<file path="src/rtl/rgbh_pkg.sv">
// Shared types and constants for the RGB channel histogram.
// Depends on nothing; rgbh_front, rgbh_back and rgb_channel_histogram import it.
`timescale 1ns / 1ps

package rgbh_pkg;

    // Histogram geometry
    localparam int BIN_COUNT   = 256;
    localparam int COUNT_WIDTH = 21;
    localparam int ADDR_W      = (BIN_COUNT > 1) ? $clog2(BIN_COUNT) : 1;
    localparam logic [COUNT_WIDTH-1:0] COUNT_MAX = {COUNT_WIDTH{1'b1}};

    // Fixed field widths of the ports
    localparam int VALUE_W  = 8;
    localparam int ACTION_W = 2;
    localparam int FIELD_W  = 21;

    // Command queue between front and back
    localparam int QUEUE_DEPTH = 2;
    localparam int QPTR_W      = (QUEUE_DEPTH > 1) ? $clog2(QUEUE_DEPTH) : 1;
    localparam int QCNT_W      = $clog2(QUEUE_DEPTH + 1);

    // Action codes on the input port
    localparam logic [ACTION_W-1:0] ACT_CLEAR = 2'd0;
    localparam logic [ACTION_W-1:0] ACT_PIXEL = 2'd1;
    localparam logic [ACTION_W-1:0] ACT_READ  = 2'd2;

    typedef enum logic [1:0] {
        OP_CLEAR = 2'd0,
        OP_PIXEL = 2'd1,
        OP_READ  = 2'd2
    } op_kind_t;

    typedef struct packed {
        op_kind_t           kind;
        logic [VALUE_W-1:0] red;
        logic [VALUE_W-1:0] green;
        logic [VALUE_W-1:0] blue;
        logic [VALUE_W-1:0] bin;
    } op_t;

endpackage

</file>
<file path="src/rtl/rgbh_front.sv">
// Front end: accepts input beats, classifies the action and queues commands.
// Depends on rgbh_pkg.
`timescale 1ns / 1ps

module rgbh_front (
    input  logic                            clk,
    input  logic                            rst_n,
    input  logic                            in_valid,
    output logic                            in_stall,
    input  logic [rgbh_pkg::ACTION_W-1:0]   action,
    input  logic [rgbh_pkg::VALUE_W-1:0]    red_value,
    input  logic [rgbh_pkg::VALUE_W-1:0]    green_value,
    input  logic [rgbh_pkg::VALUE_W-1:0]    blue_value,
    input  logic [rgbh_pkg::VALUE_W-1:0]    bin_index,
    output logic                            q_valid,
    output rgbh_pkg::op_t                   q_item,
    input  logic                            q_pop
);
    import rgbh_pkg::*;

    op_t               entry_reg [QUEUE_DEPTH];
    logic [QPTR_W-1:0] wr_ptr_reg, wr_ptr_next;
    logic [QPTR_W-1:0] rd_ptr_reg, rd_ptr_next;
    logic [QCNT_W-1:0] count_reg, count_next;
    logic              accept;
    logic              push;
    op_t               new_op;

    assign in_stall = (count_reg == QCNT_W'(QUEUE_DEPTH));
    assign accept   = in_valid && !in_stall;
    assign q_valid  = (count_reg != '0);
    assign q_item   = entry_reg[rd_ptr_reg];

    always_comb
    begin
        new_op.red   = red_value;
        new_op.green = green_value;
        new_op.blue  = blue_value;
        new_op.bin   = bin_index;
        new_op.kind  = OP_CLEAR;
        push         = accept;
        case (action)
            ACT_CLEAR: new_op.kind = OP_CLEAR;
            ACT_PIXEL: new_op.kind = OP_PIXEL;
            ACT_READ:  new_op.kind = OP_READ;
            // drop the unused code: accepted, never queued
            default:   push = 1'b0;
        endcase
    end

    always_comb
    begin
        wr_ptr_next = wr_ptr_reg;
        rd_ptr_next = rd_ptr_reg;
        count_next  = count_reg;
        if (push)
        begin
            wr_ptr_next = (wr_ptr_reg == QPTR_W'(QUEUE_DEPTH - 1)) ? '0 : wr_ptr_reg + 1'b1;
        end
        if (q_pop)
        begin
            rd_ptr_next = (rd_ptr_reg == QPTR_W'(QUEUE_DEPTH - 1)) ? '0 : rd_ptr_reg + 1'b1;
        end
        case ({push, q_pop})
            2'b10:   count_next = count_reg + 1'b1;
            2'b01:   count_next = count_reg - 1'b1;
            default: count_next = count_reg;
        endcase
    end

    always_ff @(posedge clk or negedge rst_n)
    begin
        if (!rst_n)
        begin
            wr_ptr_reg <= '0;
            rd_ptr_reg <= '0;
            count_reg  <= '0;
        end
        else
        begin
            wr_ptr_reg <= wr_ptr_next;
            rd_ptr_reg <= rd_ptr_next;
            count_reg  <= count_next;
        end
    end

    always_ff @(posedge clk)
    begin
        if (push)
        begin
            entry_reg[wr_ptr_reg] <= new_op;
        end
    end

endmodule

</file>
<file path="config.mk">
export PLATFORM = sky130hd
export DESIGN_NAME = rgbh_front
export DESIGN_NICKNAME = d
export VERILOG_FILES = /design/src/rtl/rgbh_pkg.sv /design/src/rtl/rgbh_front.sv
export SDC_FILE = /design/constraint.sdc
export NUM_CORES = 1
export LEC_CHECK = 0
export ABC_AREA = 1
export BUFFER_PORTS_ARGS = -buffer_cell sky130_fd_sc_hd__buf_2
export CORE_ASPECT_RATIO = 1.1
export CORE_MARGIN = 10
export CORE_UTILIZATION = 40
export DETAILED_ROUTE_END_ITERATION = 6
export PLACE_DENSITY_LB_ADDON = 0.08
export RECOVER_POWER = 100
export SLEW_MARGIN = 20
export SYNTH_ARGS = -nofsm -noshare
export SYNTH_HDL_FRONTEND = slang
export SYNTH_SLANG_ARGS = --single-unit
</file>
<file path="constraint.sdc">
create_clock -name clk -period 3.6 [get_ports clk]
set_input_delay 1.08 -clock clk [delete_from_list [all_inputs] [get_ports clk]]
set_output_delay 1.08 -clock clk [all_outputs]
set_load 0.05 [all_outputs]
</file>
==> results by group, run 1 <==
Finish
  • Final core occ: 50.21%
  • Final #Nets: 328
  • Largest register FFs: 68
  • Fillcell total: 638
  • Ant diodes: 0
  • Area grow syn2layout: 20.49%
  • Share of layout cells above drive strength 1: 14.63%

STA
  • Endpoints failing setup: 0
  • WHS: 0.5049 ns
  • RSZ-0062 raised after global routing: no
  • Skew final: 0.008305 ns
  • Max Slew Vio Count: 35
  • Fmax: 329.2 MHz
  • Slew @ Worst Pin: 2.026 ns
  • Fin crit share: 84.37%
  • Max transition margin: -35.09%
  • Minimum clock period: 3.037 ns
  • Setup_tns: 0 ns
  • Final hold violation count: 0

Logic synthesis
  • Post-Synth Simple-Gate Area: 6.980%
  • Post-synthesis sequential area ratio: 76.60%
  • Xor/xnor share of the synthesized area: 0.6264%
  • Synthesis-stage register bit count: 72
  • Synth Area in Compound Gates: 6.890%
  • Syn_area_per_cell: 13.32 µm²
  • Post-Syn Area: 0.002796 mm²
  • Post-Synthesis Cells: 210
  • Adder-cell share of the synthesized area: 0.4474%
  • Mux cell area share after synthesis: 0%
  • Syn_nets: 249
  • Ys Warns: 0
  • Largest family of logic cells by synthesized area: buffers and inverters
  • Synth cell types: 17

Clock tree
  • Hold Buf Count CTS: 0
  • Post-CTS Resized: 0
  • Worst-path clk slew: 0.07 ns
  • Max Buffers Root-to-Sink: 2
  • Skew-Pair Late Insertion Delay: 0.33 ns
  • H-tree depth: 3
  • CTS tree: done
  • TritonCTS Buffers: 9
  • Root Driver: clkbuf_8
  • # clock sinks: 72
  • Post-CTS Setup Repair Bufs: 0

Setup path
  • CP bufs+invs: 2
  • Reg2Reg Depth: 5
  • Cells along the critical path: buf_12 -> nand2_1 -> o21ai_0 -> clkbuf_1
  • Kind of end point of the critical path: output pin
  • Arrival @ worst endpoint: 1.96 ns
  • R2R Path End: entry_reg[0][7]
  • Required @ worst endpoint: 2.52 ns
  • CP startpoint kind: flop
  • Crit path max-delay family: buffers and inverters
  • CP max-delay cell: dfrtp_2
  • Crit Path Max Fanout: 38
  • Crit Path Category: flop to output pin
  • Reg-to-reg startpoint: count_reg[0]
  • Reg2Reg Setup Slack: 0.98 ns
  • Delay of the slowest critical-path stage: 0.70 ns

Global routing
  • Number of antenna violations at the first check in global routing: 0
  • First-pass GRT wire length: 8107 µm
  • Number of global-route vias before repair: 1693
  • Total gr overflow: 0
  • GRT Util Overall: 9.783%
  • Largest net degree at the start of global routing: 39

Routing
  • DR vias/cell: 4.391
  • Drt first pass iters: 4
  • Total Routed Length: 5141 µm
  • DRT antenna net count: 0
  • Vias: 1651
  • Drt first-iter violations: 65
  • DRC errors left: 0
  • Wire per inst: 13.67 µm

Place
  • RD Place Congestion: 0.6788
  • Port bufs: 73
  • DP HPWL: 3621 µm

Floorplanning
  • Die Y: 107.7 µm
  • DIE WIDTH: 99.72 µm
  • Initial Utilization: 41.67%
  • Row count: 31
  • Core ar.: 0.006710 mm²
  • Die Footprint: 0.01074 mm²
  • IO Pins: 74

Worst hold path
  • HP Class: flop to flop
  • Worst hold path endpoint: count_reg[0]
  • Hold path startpoint: count_reg[0]
  • Hold depth: 1

Pwr
  • Pwr dens: 940.2 mW/mm²
  • Max VDD drop: 0.6193 mV
  • Leak pwr: 1.348 nW

Run
  • Max cap viols: 1

Status
  • Failing checks: max-capacitance violations, max-slew violations
  • Outcome: finished with violations
-- metrics by stage --
step           cells  power, mW  setup WS (ns)  cell area [µm²]
6_report         376      3.168         0.5627             3369
5_1_grt          376      3.343         0.3790             3369
4_1_cts          376      3.270         0.7241             3443
3_5_place_dp     360      2.602          1.099             3233
3_3_place_gp     360      2.595          1.116             3233
2_1_floorplan    210      2.304         0.4590             2796
-- power breakdown --
| part | leakage (nW) | switching [mW] | total [mW] | internal [mW] |
|---|---|---|---|---|
| clock | 0.108 | 0.276 | 0.660 | 0.384 |
| combinational | 0.566 | 1.09 | 1.32 | 0.225 |
| sequential | 0.674 | 0.0875 | 1.19 | 1.10 |
| total | 1.35 | 1.45 | 3.17 | 1.71 |
-- logic make-up (layout without fill, tap and decap cells) --
family          Yosys count  in the layout
flops                    72             72
buf+inv                  51            135
simple gates             50             50
compound gates           34             34
xor+xnor                  2              2
fa+ha+maj                 1              1
-- synth_stat cells --
cell,n,share of area (%)
buf_2,3,0.54
buf_4,1,0.27
buf_6,2,0.81
buf_8,2,1.1
dfrtp_1,4,3.6
edfxtp_1,68,73
ha_1,1,0.45
inv_1,43,5.8
nand2_1,43,5.8
nand3_1,2,0.36
nand4_1,2,0.45
nor2_1,3,0.40
o21ai_0,23,4.1
o21ai_1,5,0.89
o21ai_2,6,1.9
xnor2_1,1,0.31
xor2_1,1,0.31
-- how the worst max path moves through the flow --
stage | cells after the start | endpoint | start | slack, ns
after detailed placement | 4 | q_item[27] | rd_ptr_reg | 1.10
after global placement | 4 | q_item[27] | rd_ptr_reg | 1.12
final | 4 | q_item[27] | rd_ptr_reg | 0.56
after global routing | 4 | q_item[27] | rd_ptr_reg | 0.38
after CTS | 4 | q_item[27] | rd_ptr_reg | 0.72
after floorplan | 3 | entry_reg[1][0] | action[1] | 0.46
-- area by class of cell --
class / count / area [µm²] / share of cell area (%)
Clock buffer: 9 / 123.9 / 3.676
Clock inverter: 7 / 86.33 / 2.562
Inverter: 43 / 161.4 / 4.790
Multi-Input combinational cell: 87 / 425.4 / 12.63
Sequential cell: 72 / 2143 / 63.61
Tap cell: 82 / 102.6 / 3.045
Timing Repair Buffer: 76 / 326.6 / 9.692
-- placed cells by master, fill, tap and decap left out, drive strengths merged, types with 2 or more instances in the layout --
cell,n
inv,43
nand3,2
bufinv,2
clkbuf,65
edfxtp,68
nand2,43
nor2,3
buf,20
nand4,2
clkinv,5
dfrtp,4
o21ai,34
-- per-layer routing --
metal | vias to the layer above | wire (µm) | track usage (%)
li1 | 857 | - | -
met4 | 0 | 54 | 5.840
met2 | 45 | 2636 | 16.19
met3 | 6 | 324 | 3.468
met5 | - | 0 | 0
met1 | 743 | 2126 | 10.52
Note: power is estimated with default switching activity, not from simulation.
==> run 2, diff against run 1 <==
- clock period: 3.6 -> 2.45 ns (I/O delays scaled with it)
==> results by group, run 2 (same netlist as run 1, synthesis figures left out) <==
Routing
  • DRC errors left: 0
  • DRT antenna net count: 0
  • DR vias/cell: 4.462
  • Drt first-iter violations: 76
  • Drt first pass iters: 4
  • Total Routed Length: 5332 µm
  • Vias: 1700
  • Wire per inst: 13.99 µm

Finish
  • Share of layout cells above drive strength 1: 26.76%
  • Largest register FFs: 68
  • Commonest non-fill, non-tap cell in the layout: edfxtp_1
  • Most frequent cells in the layout: edfxtp_1, inv_1, nand2_1, buf_2, clkbuf_1
  • Area grow syn2layout: 23.94%
  • Post-route cell area: 0.003466 mm²
  • Ant diodes: 0
  • Fillcell total: 619
  • Final #Nets: 333

Setup path
  • Kind of end point of the critical path: output pin
  • CP startpoint kind: flop
  • Reg2Reg Depth: 5
  • Arrival @ worst endpoint: 1.62 ns
  • Required @ worst endpoint: 1.71 ns
  • Crit Path Category: flop to output pin
  • Crit Path Max Fanout: 13

Status
  • Outcome: completed

STA
  • RSZ-0062 raised after global routing: no
  • Skew final: 0.007256 ns
  • Minimum clock period: 2.359 ns
  • Fmax: 423.9 MHz
  • WHS: 0.2289 ns
  • Endpoints failing setup: 0
  • Final hold violation count: 0
  • Fin crit share: 96.29%
  • Max transition margin: 27.55%
  • Slew @ Worst Pin: 1.087 ns
  • Max Slew Vio Count: 0

Clock tree
  • TritonCTS Buffers: 9
  • Skew-Pair Late Insertion Delay: 0.34 ns
  • # clock sinks: 72
  • Root Driver: clkbuf_8
  • Hold Buf Count CTS: 0
  • Worst-path clk slew: 0.07 ns
  • H-tree depth: 3
  • Max Buffers Root-to-Sink: 2
  • CTS tree: done

Place
  • Placed cell area: 0.003251 mm²
  • Port bufs: 73
  • RD Place Congestion: 0.6654
  • DP HPWL: 3745 µm

Floorplanning
  • Die Footprint: 0.01074 mm²
  • Core ar.: 0.006710 mm²
  • IO Pins: 74
  • Die Y: 107.7 µm
  • DIE WIDTH: 99.72 µm
  • Initial Utilization: 41.67%
  • Row count: 31

Worst hold path
  • HP Class: input pin to asynchronous set/reset pin

Run
  • Max cap viols: 0

Global routing
  • Number of global-route vias before repair: 1841
  • First-pass GRT wire length: 8583 µm
  • Total gr overflow: 0
  • Largest net degree at the start of global routing: 25
  • Number of antenna violations at the first check in global routing: 0
  • GRT Util Overall: 10.27%

Pwr
  • Leak pwr: 1.465 nW
  • Max VDD drop: 0.6540 mV
  • Pwr dens: 1410 mW/mm²
==> run 2: changes by cell type in the layout (fill, tap and decap cells not counted), moves of 2 or more <==
cell	before	now
clkbuf_2	1	20
clkinv_1	2	0
clkbuf_1	55	25
buf_4	0	5
buf_2	19	31
clkbuf_4	0	2
clkinvlp_4	0	2
clkinv_2	2	0
==> run 2: path summary, 6_finish.rpt <==
check / start / to / slack (ns)
max: rd_ptr_reg / q_item[3] / 0.09
max reg2reg: count_reg[0] / entry_reg[1][3] / 0.43
min: rst_n / wr_ptr_reg / 0.23
min in group clk: wr_ptr_reg / wr_ptr_reg / 0.49
min reg2reg: wr_ptr_reg / wr_ptr_reg / 0.49
max in group asynchronous: rst_n / rd_ptr_reg / 1.99
==> run 2: what timing repair did <==
action | in CTS | in global routing
gates resized for setup | 0 | 10
endpoints found under the setup margin | 0 | 24
setup buffers | 0 | 1
endpoints found under the hold margin | 0 | 0
==> run 2: power breakdown <==
group          internal [mW]  leakage [nW]  switching, mW  total, mW
clock                  0.677         0.110          0.419       1.10
sequential              1.62         0.675         0.0909       1.71
combinational          0.426         0.681           1.65       2.08
==> run 2: critical path: stages, from the launching register on <==
cell     delay, ns
dfrtp_4       0.56
buf_4         0.21
o21ai_0       0.22
buf_2         0.31
==> run 2: per-stage QoR <==
step	std cells	TNS (ns)	utilization [%]	power [mW]	setup WS (ns)
2_1_floorplan	210	-0.1864	-	3.386	-0.01864
3_3_place_gp	364	0	48.44	3.822	0.3946
3_5_place_dp	364	0	48.44	3.835	0.3920
4_1_cts	380	0	51.97	4.944	0.01585
5_1_grt	381	0	51.65	5.161	0.006682
6_report	381	0	51.65	4.888	0.09080
==> run 2: cell type report <==
| type | instances | area (µm²) | share of cell area [%] |
|---|---|---|---|
| repair buffers | 81 | 394.1 | 11.37 |
| clock inverters | 5 | 105.1 | 3.033 |
| well taps | 82 | 102.6 | 2.960 |
| inverters | 43 | 161.4 | 4.657 |
| flip-flops and latches | 72 | 2146 | 61.91 |
| clock buffers | 11 | 131.4 | 3.791 |
| multi-input cells | 87 | 425.4 | 12.27 |
==> run 2: routing by layer <==
| metal | track usage [%] | share of wire [%] | vias up |
|---|---|---|---|
| li1 | - | - | 865 |
| met1 | 10.46 | 41 | 777 |
| met2 | 17.11 | 49 | 48 |
| met3 | 4.432 | 7.4 | 10 |
| met4 | 6.148 | 2.1 | 0 |
| met5 | 0 | 0 | - |
==> run 3, diff against run 2 <==
- ABC_AREA: 1 -> not set
==> results by group, run 3 <==
Status
  • Outcome: completed

Logic synthesis
  • Post-Syn Area: 0.002828 mm²
  • Ys Warns: 0
  • Synth Flop Type: edfxtp_1
  • Post-Synthesis Cells: 126
  • Synth cell types: 16
  • Syn_nets: 165
  • FFs w/ async S/R, synth: 5.556%
  • Commonest cells in the netlist: edfxtp_1, mux2_4, mux2_2, dfrtp_1
  • Number of synthesized flops with an enable pin: 68
  • Syn_area_per_cell: 22.44 µm²
  • Ranking of synthesized cells by area: edfxtp_1, mux2_4, dfrtp_1, buf_12, mux2_2
  • Share of the synthesized area in the top cell type: 72.21%
  • Synth area leader: edfxtp_1
  • Post-synthesis sequential area ratio: 75.75%
  • Synthesis-stage register bit count: 72
  • Most frequent cell after synthesis: edfxtp_1

Place
  • Port bufs: 73
  • Placed cell area: 0.003304 mm²
  • Post-Place Cells: 283
  • RD Place Congestion: 0.7332
  • DP HPWL: 3575 µm

STA
  • RSZ-0062 raised after global routing: no
  • Max Slew Vio Count: 0
  • Slew @ Worst Pin: 0.9686 ns
  • Minimum clock period: 2.307 ns
  • Endpoints failing setup: 0
  • Final hold violation count: 0
  • Fin crit share: 94.15%
  • Max transition margin: 35.19%
  • Skew final: 0.005917 ns
  • Fmax: 433.5 MHz

Clock tree
  • Post-CTS Resized: 0
  • TritonCTS Buffers: 9
  • # clock sinks: 72
  • H-tree depth: 3
  • Post-CTS Setup Repair Bufs: 0
  • CTS tree: done
  • Worst-path clk slew: 0.07 ns
  • Max Buffers Root-to-Sink: 2
  • Skew-Pair Late Insertion Delay: 0.33 ns
  • Root Driver: clkbuf_8
  • Hold Buf Count CTS: 0

Pwr
  • Sequential power share: 38.0%
  • P_sw: 1.830 mW
  • Overall power: 4.463 mW
  • Max VDD drop: 0.7050 mV
  • Leak pwr: 1.305 nW
  • Power Internal: 2.633 mW
  • Combinational power share: 45.2%
  • Pwr dens: 1313 mW/mm²
  • Clock network power share: 16.8%
  • Switching share of power: 41.01%

Routing
  • DR vias/cell: 4.555
  • DRT antenna net count: 0
  • Drt first pass iters: 4
  • Wire per inst: 16.87 µm
  • Vias: 1362
  • DRC errors left: 0
  • Drt first-iter violations: 31
  • Total Routed Length: 5043 µm

Global routing
  • Largest net degree at the start of global routing: 36
  • Total gr overflow: 0
  • Number of antenna violations at the first check in global routing: 0
  • First-pass GRT wire length: 7810 µm
  • Number of global-route vias before repair: 1559
  • GRT Util Overall: 9.523%

Finish
  • Post-route cell area: 0.003398 mm²
  • Final std cells w/o fill: 299
  • Ant diodes: 0
  • Most frequent cells in the layout: edfxtp_1, clkbuf_2, mux2_4, clkbuf_1, buf_2
  • Final #Nets: 248
  • Area grow syn2layout: 20.18%
  • Fillcell total: 637
  • Commonest non-fill, non-tap cell in the layout: edfxtp_1
  • Share of layout cells above drive strength 1: 45.79%
  • Largest register FFs: 68

Setup path
  • Reg2Reg Setup Slack: 0.28 ns
  • CP startpoint kind: flop
  • Arrival @ worst endpoint: 1.57 ns
  • Required @ worst endpoint: 1.71 ns
  • Crit Path Category: flop to output pin
  • Kind of end point of the critical path: output pin
  • Crit Path Max Fanout: 35

Floorplanning
  • IO Pins: 74
  • Row count: 32
  • Die Footprint: 0.01084 mm²
  • Die Y: 108.2 µm
  • Core ar.: 0.006967 mm²
  • DIE WIDTH: 100.2 µm
  • Initial Utilization: 40.59%

Run
  • Max cap viols: 0

Worst hold path
  • HP Class: input pin to asynchronous set/reset pin
[run 3: power groups by stage]
| stage | Sequential (mW) | Clock (mW) | Combinational (mW) |
|---|---|---|---|
| after global placement | 1.72 | 0 | 2.07 |
| after global routing | 1.72 | 0.832 | 2.13 |
| after detailed placement | 1.73 | 0 | 2.09 |
| after floorplan | 1.71 | 0 | 1.75 |
| final | 1.70 | 0.749 | 2.02 |
| after CTS | 1.70 | 0.781 | 2.09 |
[run 3: metal layers]
metal	part of all wire, %	vias to the layer above	track usage, %
li1	-	649	-
met1	35	657	9.195
met2	54	46	16.41
met3	9.3	10	4.786
met4	2.1	0	4.848
met5	0	-	0
[run 3: through the flow]
stage / TNS, ns / util, % / setup slack [ns] / hold WS (ns)
2_1_floorplan: -23.58 / - / -0.3468 / 0.4394
3_3_place_gp: 0 / 47.43 / 0.5113 / 0.4702
3_5_place_dp: 0 / 47.43 / 0.4784 / 0.4770
4_1_cts: 0 / 49.68 / 0.1378 / 0.1888
5_1_grt: 0 / 48.78 / 0.06257 / 0.2217
6_report: 0 / 48.78 / 0.1434 / 0.2267
[run 3: kinds of logic after synthesis]
family | synth area share (%)
buf+inv | 2.655
flops | 75.75
xor+xnor | 1.549
mux | 17.39
fa+ha+maj | 0.4424
simple gates | 2.212
[run 3: cell type report]
type | count | area (µm²) | area share [%]
Sequential cell | 72 | 2143 | 63.07
Multi-Input combinational cell | 49 | 595.6 | 17.53
Timing Repair Buffer | 76 | 392.9 | 11.56
Clock buffer | 12 | 135.1 | 3.976
Tap cell | 85 | 106.4 | 3.130
Clock inverter | 4 | 21.27 | 0.6259
Inverter | 1 | 3.754 | 0.1105
[run 3: critical path, stage by stage, from the launching register on]
cell      delay, ns
dfrtp_2        0.37
buf_12         0.26
mux2_2         0.37
clkbuf_2       0.24
[run 3: path summary, 6_finish.rpt]
| check | start | end | cells past startpoint |
|---|---|---|---|
| worst max-delay path | rd_ptr_reg | q_item[27] | 3 |
| worst min-delay path | rst_n | wr_ptr_reg | 1 |
| worst max register to register | count_reg[1] | entry_reg[0][32] | 4 |
| worst min register to register | count_reg[1] | count_reg[1] | 1 |
| max in group asynchronous | rst_n | rd_ptr_reg | 1 |
| min in group clk | count_reg[1] | count_reg[1] | 1 |
